--- src/rtl/core/nrm_pkg.sv ---
`timescale 1ns / 1ps
package nrm_pkg;

    localparam logic [1:0] MODE_WRITE = 2'd0;
    localparam logic [1:0] MODE_BYTE  = 2'd1;
    localparam logic [1:0] MODE_END   = 2'd2;

    localparam logic [1:0] KIND_CHAR  = 2'd0;
    localparam logic [1:0] KIND_SPLIT = 2'd1;

    localparam logic [7:0] EMPTY_CHAR = 8'd0;

    localparam logic REG_START  = 1'b0;
    localparam logic REG_ACCEPT = 1'b1;

    typedef struct packed {
        logic clear;
        logic load;
        logic step;
        logic close;
    } cell_cmd_t;

endpackage

--- src/rtl/core/nrm_cell.sv ---
`timescale 1ns / 1ps
module nrm_cell #(
    parameter int NUM_STATES = 64
) (
    input  logic                   aclk,
    input  logic                   aresetn,
    input  logic                   wr_en,
    input  logic [1:0]             wr_kind,
    input  logic [7:0]             wr_char,
    input  logic [6:0]             wr_first,
    input  logic [6:0]             wr_second,
    input  nrm_pkg::cell_cmd_t     cmd,
    input  logic                   is_start,
    input  logic                   eps_hit,
    input  logic                   step_hit,
    input  logic [7:0]             text_byte,
    output logic                   active,
    output logic [NUM_STATES-1:0]  eps_vec,
    output logic [NUM_STATES-1:0]  step_vec
);

    logic [1:0] kind_reg;
    logic [7:0] char_reg;
    logic [6:0] first_reg;
    logic [6:0] second_reg;
    logic       active_reg;

    logic [NUM_STATES-1:0] first_hot;
    logic [NUM_STATES-1:0] second_hot;
    logic                  is_char;
    logic                  is_empty;

    localparam logic [NUM_STATES-1:0] ONE = {{(NUM_STATES-1){1'b0}}, 1'b1};

    always_comb begin
        first_hot  = (!first_reg[6] && (32'(first_reg) < NUM_STATES))
                     ? (ONE << first_reg[5:0]) : '0;
        second_hot = (!second_reg[6] && (32'(second_reg) < NUM_STATES))
                     ? (ONE << second_reg[5:0]) : '0;
        is_char    = (kind_reg == nrm_pkg::KIND_CHAR);
        is_empty   = (char_reg == nrm_pkg::EMPTY_CHAR);
        eps_vec    = '0;
        step_vec   = '0;
        if (active_reg) begin
            if (kind_reg == nrm_pkg::KIND_SPLIT) begin
                eps_vec = first_hot | second_hot;
            end else if (is_char && is_empty) begin
                eps_vec = first_hot;
            end
            if (is_char && !is_empty && (char_reg == text_byte)) begin
                step_vec = first_hot;
            end
        end
    end

    always_ff @(posedge aclk) begin
        if (wr_en) begin
            kind_reg   <= wr_kind;
            char_reg   <= wr_char;
            first_reg  <= wr_first;
            second_reg <= wr_second;
        end
    end

    always_ff @(posedge aclk) begin
        if (!aresetn) begin
            active_reg <= 1'b0;
        end else if (cmd.clear) begin
            active_reg <= 1'b0;
        end else if (cmd.load) begin
            active_reg <= is_start;
        end else if (cmd.step) begin
            active_reg <= step_hit;
        end else if (cmd.close) begin
            active_reg <= active_reg | eps_hit;
        end
    end

    assign active = active_reg;

endmodule

--- config.mk ---
export PLATFORM = sky130hd
export DESIGN_NAME = nrm_cell
export DESIGN_NICKNAME = d
export VERILOG_FILES = /design/src/rtl/core/nrm_pkg.sv /design/src/rtl/core/nrm_cell.sv
export SDC_FILE = /design/constraint.sdc
export NUM_CORES = 1
export LEC_CHECK = 0
export CORE_UTILIZATION = 60
export CTS_BUF_LIST = sky130_fd_sc_hd__clkbuf_8
export CTS_CLUSTER_DIAMETER = 30
export CTS_CLUSTER_SIZE = 16
export DETAILED_ROUTE_END_ITERATION = 16
export DONT_BUFFER_PORTS = 1
export PLACE_DENSITY = 0.76
export SETUP_SLACK_MARGIN = 0.3
export SKIP_LAST_GASP = 1
export SLEW_MARGIN = 20
export SYNTH_ARGS = -nofsm -noshare
export SYNTH_HDL_FRONTEND = slang
export SYNTH_SLANG_ARGS = --single-unit
export TNS_END_PERCENT = 5
--- constraint.sdc ---
create_clock -name aclk -period 4 [get_ports aclk]
set_clock_uncertainty 0.1 [all_clocks]
set_input_delay 0.4 -clock aclk [delete_from_list [all_inputs] [get_ports aclk]]
set_output_delay 0.4 -clock aclk [all_outputs]
set_load 0.05 [all_outputs]
==> impl_metrics.py, run 1 <==
metrics = {
    "die": {
        "ios": 171,
        "die_y_um": 65.7,
        "fp-row-count": 22,
        "start_util_pct": 64.6,
        "die_w_um": 65.7,
    },
    "synthesis": {
        "synth_top_area_share_pct": 29.6,
        "synth_cell_types": 36,
        "syn_inst": 308,
        "seq_area_frac_synth_pct": 30.4,
        "synth_area_um2": 2440,
        "synth.area.top_cells": "edfxtp_1, o22ai_1, nor4_1, o32ai_1, nand2_1",
        "avgSynthCellArea_um2": 7.91,
        "ys_seq_elements": 25,
        "yosysWarnings": 0,
        "synth_area_leader_cell": "edfxtp_1",
        "synth_nets": 350,
    },
    "placement": {
        "place.port_buffers": 0,
        "routabilityCongestion": 1.06,
        "hpwl_um": 9660,
    },
    "run_status": {
        "status": "aborted with a tool error",
        "lastStage": "detailed placement",
        "error_line": "[ERROR DPL-0033] detailed placement checks failed during check placement.",
    },
}
## logic make-up after synthesis
kind of cell              after synthesis  share of synthesized area, %
xor gates and xnor gates                5                          1.80
DFF                                    25                          30.4
AOI/OAI and AO/OA                      72                          20.6
buffers and inverters                  39                          7.03
and+or+nand+nor                       167                          40.2
## synth_stat cells
cell type,n
or3b_2,2
o21bai_1,1
inv_1,5
o32ai_1,20
nand3_1,13
nand2b_1,15
or3_1,2
nand3b_1,2
nor3_1,15
nor2_1,11
o21ai_0,3
or2_1,1
nand4_1,4
a211oi_1,1
buf_6,3
edfxtp_1,24
nor4b_1,12
nor3b_1,3
or2_2,5
buf_2,2
o22ai_1,43
dfxtp_1,1
o21ba_1,1
and3b_1,1
or4_4,1
a21oi_1,2
or3_4,2
nand2_1,28
a22oi_1,1
xnor2_1,5
nor4_1,42
nand4bb_1,1
clkbuf_1,21
nor2b_1,4
or4_1,3
buf_1,8
## metrics by stage
stage	instance area, um2	cells
after global placement	3710	435
after floorplan	2440	308
==> inputs of run 2 (changes only) <==
--- a/config.mk
+++ b/config.mk
@@ -5,14 +5,10 @@
 export SDC_FILE = /design/constraint.sdc
 export NUM_CORES = 1
 export LEC_CHECK = 0
-export CORE_UTILIZATION = 60
-export CTS_BUF_LIST = sky130_fd_sc_hd__clkbuf_8
-export CTS_CLUSTER_DIAMETER = 30
-export CTS_CLUSTER_SIZE = 16
+export CORE_UTILIZATION = 40
 export DETAILED_ROUTE_END_ITERATION = 16
 export DONT_BUFFER_PORTS = 1
-export PLACE_DENSITY = 0.76
-export SETUP_SLACK_MARGIN = 0.3
+export PLACE_DENSITY_LB_ADDON = 0.15
 export SKIP_LAST_GASP = 1
 export SLEW_MARGIN = 20
 export SYNTH_ARGS = -nofsm -noshare
==> impl_metrics.py, run 2 <==
metrics = {
    "clock_network": {
        "clk_latency_ns": 0.26,
        "cts_buffers": 3,
        "h-tree-depth": 1,
        "clk_root_buffer_cell": "clkbuf_8",
        "cts_setup_buffers": 0,
        "tritoncts": "yes",
        "cts.path.max_buffers": 2,
        "cts.sinks": 25,
        "cts_hold_buf": 0,
        "clkTransAtPathRegs_ns": 0.07,
        "ctsResizeCount": 0,
    },
    "drt": {
        "routed_wl_um": 9810,
        "ant_nets": 0,
        "drc": 0,
        "vias": 3136,
        "wl_per_cell_um": 21.1,
        "drtPass1Iterations": 5,
        "first_iter_violations": 367,
        "vias_per_cell": 6.73,
    },
    "synthesis": {
        "synth_area_um2": 2440,
        "seq_area_frac_synth_pct": 30.4,
        "synth.area.top_cells": "edfxtp_1, o22ai_1, nor4_1, o32ai_1, nand2_1",
        "synth_cell_types": 36,
        "ys_seq_elements": 25,
        "synth_area_leader_cell": "edfxtp_1",
        "synth_top_flop_cell": "edfxtp_1",
        "synth_most_common_cell": "o22ai_1",
        "synth_top_area_share_pct": 29.6,
        "synth_edf_count": 24,
        "netlist_top_cells_count": "o22ai_1, nor4_1, nand2_1",
        "synthArstFlopShare_pct": 0,
        "yosysWarnings": 0,
        "synth_nets": 350,
        "avgSynthCellArea_um2": 7.91,
        "syn_inst": 308,
    },
    "die": {
        "core-area_um2": 5890,
        "start_util_pct": 41.4,
        "die_w_um": 80.1,
        "ios": 171,
        "fp-row-count": 28,
        "die-area_um2": 6410,
        "die_y_um": 80.1,
    },
    "hold_path": {
        "hp-class": "input pin to flip-flop",
        "hold_end": "active",
        "min_path_cells": 1,
        "hold_start": "cmd[3]",
    },
    "setup_path": {
        "reg2reg_from": "active",
        "r2r_slack_ns": 2.57,
        "worst_ep_required_time_ns": 3.50,
        "rr_worst_depth": 4,
        "start_kind": "flip-flop",
        "crit_path_end_kind": "primary output",
        "crit_arrival_ns": 2.79,
        "cp_max_fo": 8,
        "critPathKind": "flip-flop to primary output",
        "reg2reg_to": "active",
    },
    "pwr": {
        "power_uw": 616,
        "cellLeakagePower_uw": 0.00112,
        "ir_drop_uv": 275,
        "power_density_nw_per_um2": 162,
    },
    "run": {
        "maxCapViolCount": 0,
    },
    "global_route": {
        "grt_max_degree": 37,
        "grt_pass1_wl_um": 14900,
        "antenna_found_initial": 0,
        "grt-ovfl-total": 0,
        "gr-usage-all-layers_pct": 30.2,
        "grt_pass1_vias": 2775,
    },
    "run_status": {
        "status": "finished clean",
    },
    "finish": {
        "syn_to_final_growth_pct": 56.4,
        "largest_register_ffs": 8,
        "final_nets": 434,
        "antennaDiodeCount": 0,
        "drive_above_1_share_pct": 53.2,
        "final_common_cell": "buf_4",
        "fin_area_um2": 3810,
        "n_fill_cell": 482,
        "mostFrequentLayoutCells": "buf_4, o22ai_1, nor4_2",
    },
    "placement": {
        "place.port_buffers": 0,
        "preCtsSetupSlack_ns": 1.03,
        "routabilityCongestion": 0.980,
        "hpwl_um": 7500,
        "postPlaceCellArea_um2": 3770,
    },
    "timing": {
        "finalCritPeriodShare_pct": 82.4,
        "slew_violations": 0,
        "fmaxAchievable_ghz": 0.304,
        "timing.final.ws_setup_ns": 0.706,
        "min_period_ns": 3.29,
        "setup_viol": 0,
        "worst_slew_margin_rel_pct": 27.7,
        "fin_hold_ws_ns": 0.105,
        "setup-tns-final_ns": 0,
        "hold_viol": 0,
        "worst_pin_slew_ns": 1.08,
        "rsz0062_at_grt": "false",
    },
}
[run 2: cell counts after synthesis]
Identical to the previous run, type by type.
[run 2: routing by layer]
layer / wire [um] / vias up / track usage, %
li1: - / 1418 / -
met1: 3870 / 1461 / 39.4
met2: 4640 / 229 / 48.5
met3: 1010 / 28 / 5.45
met4: 302 / 0 / 13.8
met5: 0 / - / 0
[run 2: cells by family after synthesis]
group / count (synthesis) / share of synthesized area, %
AND/OR/NAND/NOR: 167 / 40.2
AO/OA/AOI/OAI: 72 / 20.6
buffers and inverters: 39 / 7.03
flip-flops: 25 / 30.4
XOR/XNOR: 5 / 1.80
[run 2: area by class of cell]
| type | instances | area (um2) | area share [%] |
|---|---|---|---|
| Inverter | 5 | 18.8 | 0.492 |
| Clock buffer | 4 | 45.0 | 1.18 |
| Tap cell | 75 | 93.8 | 2.46 |
| Timing Repair Buffer | 113 | 861 | 22.6 |
| Sequential cell | 25 | 741 | 19.4 |
| Multi-Input combinational cell | 244 | 2050 | 53.8 |
[run 2: critical path, cell delays in order (launching register included)]
cell and delay [ns]:
dfxtp_1 0.72, nand4bb_1 0.21, nor2_1 0.36, nand2_1 0.34, o32ai_2 0.91
[run 2: worst max-delay path by stage]
stage	start	endpoint	cells after the start
floorplan	active	step_vec[44]	5
global placement	active	step_vec[26]	5
detailed placement	active	step_vec[15]	5
CTS	active	eps_vec[56]	4
global route	active	eps_vec[7]	4
finish	active	eps_vec[56]	4
[run 2: report_power, final]
part / internal [uW] / switching, uW
clock network: 70.9 / 66.4
registers: 311 / 24.7
logic: 37.7 / 106
[run 2: metrics by stage]
stage                     utilization [%]  instances
after CTS                            64.8        466
after floorplan                         -        308
after global placement               64.0        462
final                                64.8        466
after detailed placement             64.0        462
after global routing                 64.8        466
Note: power is estimated with default switching activity, not from simulation.
==> inputs of run 3 (changes only) <==
==> constraint.sdc (replaced) <==
create_clock -name aclk -period 3.05 [get_ports aclk]
set_clock_uncertainty 0.1 [all_clocks]
set_input_delay 0.305 -clock aclk [delete_from_list [all_inputs] [get_ports aclk]]
set_output_delay 0.305 -clock aclk [all_outputs]
set_load 0.05 [all_outputs]
==> impl_metrics.py, run 3 (synthesis gave the netlist of run 2 again) <==
metrics = {
    "run_status": {
        "status": "finished clean",
    },
    "clock_network": {
        "h-tree-depth": 1,
        "cts_hold_buf": 0,
        "cts_buffers": 3,
        "clk_latency_ns": 0.26,
        "tritoncts": "yes",
        "clkTransAtPathRegs_ns": 0.08,
        "cts.sinks": 25,
        "clk_root_buffer_cell": "clkbuf_8",
        "ctsResizeCount": 0,
        "cts.path.max_buffers": 2,
    },
    "hold_path": {
        "min_path_cells": 1,
        "hold_end": "active",
        "hold_start": "cmd[3]",
        "hp-class": "input pin to flip-flop",
    },
    "setup_path": {
        "worst_ep_required_time_ns": 2.64,
        "crit_arrival_ns": 2.58,
        "reg2reg_from": "active",
        "cp_max_fo": 9,
        "critPathKind": "flip-flop to primary output",
        "crit_path_end_kind": "primary output",
        "start_kind": "flip-flop",
        "reg2reg_to": "active",
        "r2r_slack_ns": 1.73,
        "rr_worst_depth": 5,
    },
    "pwr": {
        "power_density_nw_per_um2": 206,
        "cellLeakagePower_uw": 0.00127,
        "ir_drop_uv": 390,
        "power_uw": 836,
    },
    "global_route": {
        "antenna_found_initial": 0,
        "grt_pass1_wl_um": 15300,
        "grt_max_degree": 40,
        "grt-ovfl-total": 0,
        "grt_pass1_vias": 2850,
        "gr-usage-all-layers_pct": 31.1,
    },
    "placement": {
        "hpwl_um": 7910,
        "dp.cells": 490,
        "postPlaceCellArea_um2": 3980,
        "routabilityCongestion": 0.913,
        "place.port_buffers": 0,
    },
    "drt": {
        "ant_nets": 0,
        "wl_per_cell_um": 20.9,
        "drc": 0,
        "drtPass1Iterations": 6,
        "routed_wl_um": 10400,
        "vias": 3240,
        "first_iter_violations": 339,
        "vias_per_cell": 6.52,
    },
    "die": {
        "start_util_pct": 41.4,
        "die_w_um": 80.1,
        "die-area_um2": 6410,
        "ios": 171,
        "fp-row-count": 28,
        "core-area_um2": 5890,
        "die_y_um": 80.1,
    },
    "finish": {
        "largest_register_ffs": 8,
        "syn_to_final_growth_pct": 66.1,
        "n_fill_cell": 473,
        "fin_area_um2": 4050,
        "final_common_cell": "buf_4",
        "finalNonFillerCells": 497,
        "mostFrequentLayoutCells": "buf_4, o22ai_1, nor4_2",
        "final_nets": 465,
        "antennaDiodeCount": 0,
        "drive_above_1_share_pct": 56.9,
    },
    "timing": {
        "rsz0062_at_grt": "false",
        "fmaxAchievable_ghz": 0.335,
        "min_period_ns": 2.98,
        "worst_slew_margin_rel_pct": 52.4,
        "hold_viol": 0,
        "finalCritPeriodShare_pct": 97.8,
        "slew_violations": 0,
        "worst_pin_slew_ns": 0.713,
        "setup_viol": 0,
    },
    "run": {
        "maxCapViolCount": 0,
    },
}
==> run 3: cell count changes in the layout (fill, tap and decap cells not counted), sizes merged <==
cell / before / now
buf: 113 / 144
clkbuf: 4 / 3
clkinvlp: 0 / 1
==> run 3: cell type report <==
class	count	area [um2]	share of cell area, %
sequential	25	741	18.3
timing repair buffer	144	1090	27.0
clock buffer	3	41.3	1.02
clock inverter	1	7.51	0.185
multi-input combinational	244	2050	50.7
tap	75	93.8	2.32
inverter	5	18.8	0.464
==> run 3: metrics by stage <==
step	setup slack (ns)	utilization (%)	TNS, ns	hold slack [ns]
floorplan	-0.620	-	-27.37	0.281
detailed placement	0.350	67.6	0	0.286
global placement	0.428	67.6	0	0.283
CTS	0.00430	68.4	0	0.00718
finish	0.0661	68.8	0	0.0145
global route	0.0261	68.8	0	0.00308
==> run 3: how the worst max path moves through the flow <==
stage | slack [ns] | cells past startpoint | startpoint | to
after global placement | 0.43 | 5 | char_reg[4] | eps_vec[40]
after floorplan | -0.62 | 5 | active | step_vec[44]
final | 0.07 | 5 | char_reg[4] | eps_vec[40]
after CTS | 0.004 | 5 | char_reg[2] | step_vec[24]
after detailed placement | 0.35 | 5 | char_reg[2] | step_vec[24]
after global routing | 0.03 | 5 | char_reg[0] | eps_vec[40]
==> run 3: power by group <==
part	leakage [uW]	total [uW]	internal, uW	switching [uW]
logic	0.00101	207	60.4	147
clock network	0.0000217	189	92.2	96.8
registers	0.000243	439	407	31.7
==> run 3: per-layer routing <==
layer	share of wire [%]	global-route usage, %	vias up	wire length, um
li1	-	-	1468	-
met1	42	41.4	1550	4370
met2	47	50.7	199	4890
met3	8.2	4.89	23	854
met4	2.6	11.3	0	268
met5	0	0	-	0
==> run 3: critical path: stages (launching register included) <==
cell,delay (ns)
edfxtp_1,0.42
or4_4,0.56
o21ba_1,0.35
or3_1,0.52
o32ai_2,0.21
buf_4,0.26
==> run 3: repair_timing <==
item                                    4_1_cts  5_1_grt
endpoints found under the hold margin         0        0
setup buffers                                 0        3
endpoints found under the setup margin        2       47
pin swaps                                     1        1
==> inputs of run 4 (changes only) <==
--- a/config.mk
+++ b/config.mk
@@ -6,9 +6,12 @@
 export NUM_CORES = 1
 export LEC_CHECK = 0
 export CORE_UTILIZATION = 40
+export CTS_CLUSTER_SIZE = 30
 export DETAILED_ROUTE_END_ITERATION = 16
 export DONT_BUFFER_PORTS = 1
+export MAX_ROUTING_LAYER = met4
 export PLACE_DENSITY_LB_ADDON = 0.15
+export RECOVER_POWER = 50
 export SKIP_LAST_GASP = 1
 export SLEW_MARGIN = 20
 export SYNTH_ARGS = -nofsm -noshare
==> impl_metrics.py, run 4 (synthesis gave the netlist of run 2 again) <==
metrics = {
    "run_status": {
        "status": "finished clean",
    },
    "run": {
        "maxCapViolCount": 0,
    },
    "finish": {
        "drive_above_1_share_pct": 55.5,
        "seq_area_um2": 741,
        "final_common_cell": "buf_4",
        "n_fill_cell": 528,
        "multi_input_area_um2": 2050,
        "largest_register_ffs": 8,
        "syn_to_final_growth_pct": 61.3,
        "antennaDiodeCount": 0,
        "fin_util_pct": 66.8,
        "mostFrequentLayoutCells": "buf_4, o22ai_1, nor4_2",
        "fin_area_um2": 3930,
        "final_nets": 461,
    },
    "global_route": {
        "antenna_found_initial": 0,
        "grt_max_degree": 65,
        "grt-ovfl-total": 0,
        "gr-usage-met1_pct": 42.2,
        "gr-usage-met3_pct": 3.18,
        "grt_pass1_vias": 2806,
        "gr-usage-all-layers_pct": 32.6,
        "use_met2_pct": 52.9,
        "grt_pass1_wl_um": 15400,
        "grt_busiest_layer": "met2",
    },
    "pwr": {
        "cellLeakagePower_uw": 0.00122,
        "power_uw": 830,
        "ir_drop_uv": 378,
        "power_density_nw_per_um2": 211,
    },
    "drt": {
        "vias": 3268,
        "first_iter_violations": 316,
        "drtPass1Iterations": 5,
        "routed_wl_um": 10700,
        "wl_per_cell_um": 21.6,
        "ant_nets": 0,
        "drc": 0,
        "vias_per_cell": 6.63,
    },
    "clock_network": {
        "cts_buffers": 3,
        "clk_root_buffer_cell": "clkbuf_8",
        "clkTransAtPathRegs_ns": 0.08,
        "cts.sinks": 25,
        "cts_setup_buffers": 0,
        "clk_latency_ns": 0.27,
        "cts.path.max_buffers": 2,
        "ctsResizeCount": 0,
        "h-tree-depth": 1,
        "tritoncts": "yes",
    },
    "setup_path": {
        "path_cells": "or4_1 > o21ba_1 > or3_1 > o32ai_2 > buf_4",
        "start_kind": "flip-flop",
        "rr_worst_depth": 5,
        "reg2reg_to": "active",
        "critPathSlowestCell": "or4_1",
        "crit_path_end_kind": "primary output",
        "critPathKind": "flip-flop to primary output",
        "worst_ep_required_time_ns": 2.64,
        "cp_max_fo": 9,
        "worst-path-buf-inv": 1,
        "reg2reg_from": "active",
        "cp_top_family": "simple AND/OR/NAND/NOR gates",
        "max_stage_delay_ns": 0.57,
        "crit_arrival_ns": 2.57,
        "r2r_slack_ns": 1.41,
    },
    "placement": {
        "routabilityCongestion": 0.896,
        "hpwl_um": 8130,
        "postPlaceCellArea_um2": 3970,
        "place.port_buffers": 0,
    },
    "timing": {
        "hold_viol": 0,
        "fmaxAchievable_ghz": 0.336,
        "rsz0062_at_grt": "false",
        "setup_viol": 0,
        "setup-tns-final_ns": 0,
        "finalCritPeriodShare_pct": 97.4,
        "fin_hold_ws_ns": 0.0257,
        "min_period_ns": 2.97,
        "worst_slew_margin_rel_pct": 51.2,
        "slew_violations": 0,
        "worst_pin_slew_ns": 0.730,
    },
    "die": {
        "die_w_um": 80.1,
        "core-area_um2": 5890,
        "die_y_um": 80.1,
        "fp-row-count": 28,
        "ios": 171,
        "start_util_pct": 41.4,
        "die-area_um2": 6410,
    },
    "hold_path": {
        "hp-class": "input pin to flip-flop",
        "hold_end": "first_reg[3]",
        "hold_start": "wr_first[3]",
        "min_path_cells": 0,
    },
}
==> run 4: timing repair <==
| action | 4_1_cts | 5_1_grt |
|---|---|---|
| hold endpoints to repair | 1 | 0 |
| endpoints found under the setup margin | 0 | 1 |
| hold buffers | 1 | 0 |
==> run 4: how the worst max path moves through the flow <==
stage,cells after the start,to,start
after global routing,6,step_vec[43],char_reg[4]
after global placement,5,eps_vec[40],char_reg[4]
after CTS,5,eps_vec[42],char_reg[0]
final,5,eps_vec[42],char_reg[0]
after detailed placement,5,eps_vec[42],char_reg[4]
after floorplan,5,step_vec[44],active
==> run 4: report_power, final <==
group | total, uW | internal, uW | switching [uW] | leakage, uW
sequential | 438 | 407 | 30.5 | 0.000243
clock | 188 | 91.4 | 97.1 | 0.0000255
combinational | 203 | 55.4 | 148 | 0.000956
total | 830 | 554 | 275 | 0.00122
==> run 4: through the flow <==
stage	cells	setup WS, ns
3_5_place_dp	488	0.395
5_1_grt	493	0.0166
3_3_place_gp	488	0.435
4_1_cts	493	0.0864
6_report	493	0.0781
2_1_floorplan	308	-0.620
==> run 4: layout make-up <==
cell class	count	share of cell area [%]
Inverter	5	0.477
Clock buffer	3	1.05
Timing Repair Buffer	140	24.9
Multi-Input combinational cell	244	52.2
Tap cell	75	2.39
Sequential cell	25	18.8
Clock inverter	1	0.127
==> run 4: metal layers <==
layer / up-vias / wire, um
li1: 1458 / -
met1: 1571 / 4390
met2: 214 / 5130
met3: 25 / 878
met4: 0 / 274
met5: - / 0
